--- config.mk ---
export PLATFORM = sky130hd
export DESIGN_NAME = dpe_queue
export DESIGN_NICKNAME = d
export VERILOG_FILES = /design/src/rtl/dpe_pkg.sv /design/src/rtl/dpe_queue.sv
export SDC_FILE = /design/constraint.sdc
export NUM_CORES = 1
export LEC_CHECK = 0
export BUFFER_PORTS_ARGS = -buffer_cell sky130_fd_sc_hd__buf_2
export CAP_MARGIN = 20
export CORE_ASPECT_RATIO = 2
export CORE_UTILIZATION = 35
export CTS_BUF_LIST = sky130_fd_sc_hd__clkbuf_8
export DETAILED_ROUTE_END_ITERATION = 10
export PLACE_DENSITY = 0.58
export SLEW_MARGIN = 30
export SYNTH_ARGS = -nofsm -noshare
export SYNTH_HDL_FRONTEND = slang
export SYNTH_SLANG_ARGS = --single-unit
--- constraint.sdc ---
create_clock -name aclk -period 12.5 [get_ports aclk]
set_input_delay 2.5 -clock aclk [delete_from_list [all_inputs] [get_ports aclk]]
set_output_delay 2.5 -clock aclk [all_outputs]
set_load 0.01 [all_outputs]
--- src/rtl/dpe_pkg.sv ---
// Shared types for the dipole pair energy unit: item layouts, box settings
// and the record passed from the front section to the back section.
// No dependencies.
`default_nettype none

package dpe_pkg;

    typedef struct packed {
        logic signed [31:0] first_pos_x;
        logic signed [31:0] first_pos_y;
        logic signed [31:0] first_pos_z;
        logic signed [15:0] first_moment_x;
        logic signed [15:0] first_moment_y;
        logic signed [15:0] first_moment_z;
        logic signed [31:0] second_pos_x;
        logic signed [31:0] second_pos_y;
        logic signed [31:0] second_pos_z;
        logic signed [15:0] second_moment_x;
        logic signed [15:0] second_moment_y;
        logic signed [15:0] second_moment_z;
    } in_item_t;

    typedef struct packed {
        logic signed [47:0] energy;
        logic               coincident;
        logic               saturated;
    } out_item_t;

    typedef struct packed {
        logic [30:0] x;
        logic [30:0] y;
        logic [30:0] z;
    } box_t;

    // numerator magnitude and sign, r.r, final scale exponent, zero-separation flag
    typedef struct packed {
        logic [63:0] nm;
        logic        neg;
        logic [29:0] rsq;
        logic [6:0]  k;
        logic        coin;
    } fb_t;

endpackage

`default_nettype wire

--- src/rtl/dpe_queue.sv ---
// Four-entry queue between the front and back sections.
// Uses dpe_pkg.
`default_nettype none

module dpe_queue (
    input  logic         aclk,
    input  logic         aresetn,
    input  logic         push,
    input  dpe_pkg::fb_t push_data,
    output logic         full,
    input  logic         pop,
    output logic         empty,
    output dpe_pkg::fb_t pop_data
);

    dpe_pkg::fb_t mem_reg [4];
    logic [1:0]   wr_reg;
    logic [1:0]   rd_reg;
    logic [2:0]   cnt_reg;
    logic         do_push;
    logic         do_pop;

    assign full     = (cnt_reg == 3'd4);
    assign empty    = (cnt_reg == 3'd0);
    assign do_push  = push && !full;
    assign do_pop   = pop && !empty;
    assign pop_data = mem_reg[rd_reg];

    always_ff @(posedge aclk) begin
        if (!aresetn) begin
            wr_reg  <= '0;
            rd_reg  <= '0;
            cnt_reg <= '0;
        end else begin
            if (do_push) begin
                wr_reg <= wr_reg + 2'd1;
            end
            if (do_pop) begin
                rd_reg <= rd_reg + 2'd1;
            end
            if (do_push && !do_pop) begin
                cnt_reg <= cnt_reg + 3'd1;
            end else if (do_pop && !do_push) begin
                cnt_reg <= cnt_reg - 3'd1;
            end
        end
    end

    always_ff @(posedge aclk) begin
        if (do_push) begin
            mem_reg[wr_reg] <= push_data;
        end
    end

endmodule

`default_nettype wire

==> results.sh <==
export IMPL_r2r_slack_ns=9.51
export IMPL_drv_cap=0
export IMPL_drive_above_1_share_pct=45.2
export IMPL_cts_buffers_inserted=55
export IMPL_hold_start="wr_reg[1]$_SDFFE_PN0P_"
export IMPL_p_clk_share_pct=26.6
export IMPL_cp_cell_sequence="buf_4, mux4_2, buf_2"
export IMPL_io_pins=212
export IMPL_r2r_cells=5
export IMPL_dieArea_mm2=0.0449
export IMPL_max_stage_delay_ns=0.85
export IMPL_largest_register_ffs=412
export IMPL_syn_to_final_growth_pct=17.5
export IMPL_syn_area_per_cell_um2=26.3
export IMPL_via_per_inst=4.84
export IMPL_netlist_area_mm2=0.0154
export IMPL_grt_total_usage_pct=14.5
export IMPL_drtIter0Drc=244
export IMPL_holdWs_ns=0.509
export IMPL_fin_crit_sh_pct=43.5
export IMPL_hold_path_end="wr_reg[1]$_SDFFE_PN0P_"
export IMPL_hp_class="reg2reg"
export IMPL_worst_hold_path_num_cells=2
export IMPL_slew_limit_headroom_pct=38.0
export IMPL_synth_edff_count=412
export IMPL_fin_crit_ns=5.43
export IMPL_hold_viol=0
export IMPL_ys_flop_type="edfxtp_1"
export IMPL_r2r_start="cnt_reg[0]$_SDFFE_PN0P_"
export IMPL_synth_area_leaders="edfxtp_1 (80%), mux4_2 (15%), dfxtp_1 (1.2%)"
export IMPL_drc=0
export IMPL_setup_viol=0
export IMPL_cts_hold_buf=0
export IMPL_worstPathMaxFanout=61
export IMPL_grt_overflow=0
export IMPL_port_buffers=211
export IMPL_regToRegEndpoint="mem_reg[2][13]$_DFFE_PP_"
export IMPL_antenna_found_initial=16
export IMPL_crit_type="reg2out"
export IMPL_worstPathArrival_ns=2.93
export IMPL_ant_nets=0
export IMPL_drv_slew=0
export IMPL_die_w_um=150
export IMPL_syn_instance_count=586
export IMPL_stdcell_area_mm2=0.0181
export IMPL_p_switching_mw=0.999
export IMPL_tns_ns=0
export IMPL_cts_setup_buffers=0
export IMPL_firstDrtPassIters=4
export IMPL_cp_slowest_cell="buf_4"
export IMPL_yosys_area_top_type="edfxtp_1"
export IMPL_placed_cells=1332
export IMPL_worstPathRequired_ns=10.00
export IMPL_dp_hpwl_um=19800
export IMPL_finalWirelength_um=31900
export IMPL_synth_warnings=0
export IMPL_outcome="finished, final reports clean"
export IMPL_synth_distinct_cells=25
export IMPL_async_flop_share_pct=0
export IMPL_start_kind="flip-flop"
export IMPL_insertion_delay_ns=0.62
export IMPL_synth_seq_cells=421
export IMPL_vias=6992
export IMPL_timing_fmax_ghz=0.184
export IMPL_fin_nets=953
export IMPL_clock_sinks=421
export IMPL_syn_nets=699
export IMPL_tritoncts="built"
export IMPL_p_sw_share_pct=28.0
export IMPL_design_core_area_mm2=0.0434
export IMPL_seqPwrFrac_pct=49.7
export IMPL_cts_root_buf="clkbuf_8"
export IMPL_dpl_instance_area_mm2=0.0170
export IMPL_clk_pin_slew_worst_paths_ns=0.06
export IMPL_max_clock_path_buffers=3
export IMPL_start_util_pct=35.5
export IMPL_p_leak_nw=6.01
export IMPL_synth_seq_area_share_pct=81.5
export IMPL_die_y_um=299
export IMPL_intPower_mw=2.57
export IMPL_cts_htree_levels=2
export IMPL_rsz0062_at_grt="false"
export IMPL_grt_pass1_wl_um=46700
export IMPL_ir_drop_v=0.000120
export IMPL_combPwrFrac_pct=23.7
export IMPL_finClkSkew_ns=0.0197
export IMPL_cp_end_kind="primary output"
export IMPL_fin_cells=1445
export IMPL_tightest_slew_ns=0.930
export IMPL_wl_per_cell_um=22.1
export IMPL_cts_resized=0
export IMPL_powerDensity_mw_per_mm2=197
export IMPL_routabilityCongestion=0.700
export IMPL_grt_max_degree=72
export IMPL_synth_top_area_share_pct=80.3
export IMPL_num_rows=108
export IMPL_grt_pass1_vias=7630
[placed cells by master (no fill, tap or decap), types with 7 or more instances in the layout]
cell        n
buf_2     211
clkbuf_8   55
clkinv_1   19
clkinv_2    9
dfxtp_1     7
diode_2    10
edfxtp_1  412
inv_1      17
mux4_2    103
[power groups by stage]
stage / Clock, mW / Sequential (mW) / Combinational (mW)
after floorplan: 0 / 1.78 / 0.605
after global placement: 0 / 1.81 / 0.868
after detailed placement: 0 / 1.81 / 0.877
after CTS: 0.988 / 1.78 / 0.882
after global routing: 1.03 / 1.79 / 0.918
final: 0.948 / 1.78 / 0.847
[through the flow]
stage               worst slack [ns]  util, %  total power [mW]
floorplan                       6.76        -              2.38
global placement                7.25     39.1              2.67
detailed placement              7.23     39.3              2.69
CTS                             6.88     41.6              3.65
global route                    6.85     41.7              3.74
finish                          7.07     41.7              3.57
[metal layers]
layer  vias to the layer above  share of wire, %  GRT usage [%]  wire length, µm
li1                       3049                 -              -                -
met1                      3644                33           14.7            10700
met2                       204                56           26.8            18000
met3                        85               5.6           3.28             1780
met4                        10               4.2           7.96             1350
met5                         -              0.22              0               69
[layout make-up]
cell class,instances,area [µm²]
clock buffer,55,757
timing repair buffer,222,1200
clock inverter,47,255
sequential,421,12600
antenna,10,25.0
multi-input combinational,137,2600
tap,550,688
fill,3808,25300
inverter,3,11.3
[cells by family (layout without fill, tap and decap cells)]
kind of cell / count (synthesis) / in the layout / share of synthesized area, %
flip-flops: 421 / 421 / 81.5
XOR/XNOR: 4 / 4 / 0.227
multiplexers: 106 / 106 / 15.2
other: 0 / 10 / 0
AO/OA/AOI/OAI: 4 / 4 / 0.187
buffers and inverters: 28 / 327 / 1.71
AND/OR/NAND/NOR: 17 / 17 / 0.625
adder cells (fa/ha/maj): 6 / 6 / 0.536
[critical path: cells and delay by family, from the launching register on]
family / cells / cell delay, ns
buffers and inverters: 2 / 1.02
flip-flops: 1 / 0.78
multiplexers: 1 / 0.49
[synthesized netlist by cell type (all sizes together), types with 2 or more instances]
cell type and instances:
and2 8, buf 23, clkbuf 2, dfxtp 9, edfxtp 412, ha 5, inv 3, mux2i 3
mux4 103, nand2 4, nor2b 2, xnor2 3
[worst max-delay path by stage]
| stage | end | slack [ns] | cells past startpoint | from |
|---|---|---|---|---|
| floorplan | mem_reg[0][0]$_DFFE_PP_ | 6.76 | 3 | push |
| global placement | mem_reg[0][29]$_DFFE_PP_ | 7.25 | 4 | push |
| detailed placement | mem_reg[2][71]$_DFFE_PP_ | 7.23 | 4 | push |
| CTS | pop_data[10] | 6.88 | 3 | flip-flop |
| global route | pop_data[92] | 6.85 | 3 | flip-flop |
| finish | pop_data[10] | 7.07 | 3 | flip-flop |
No activity file was read; power rests on OpenSTA's default activity.
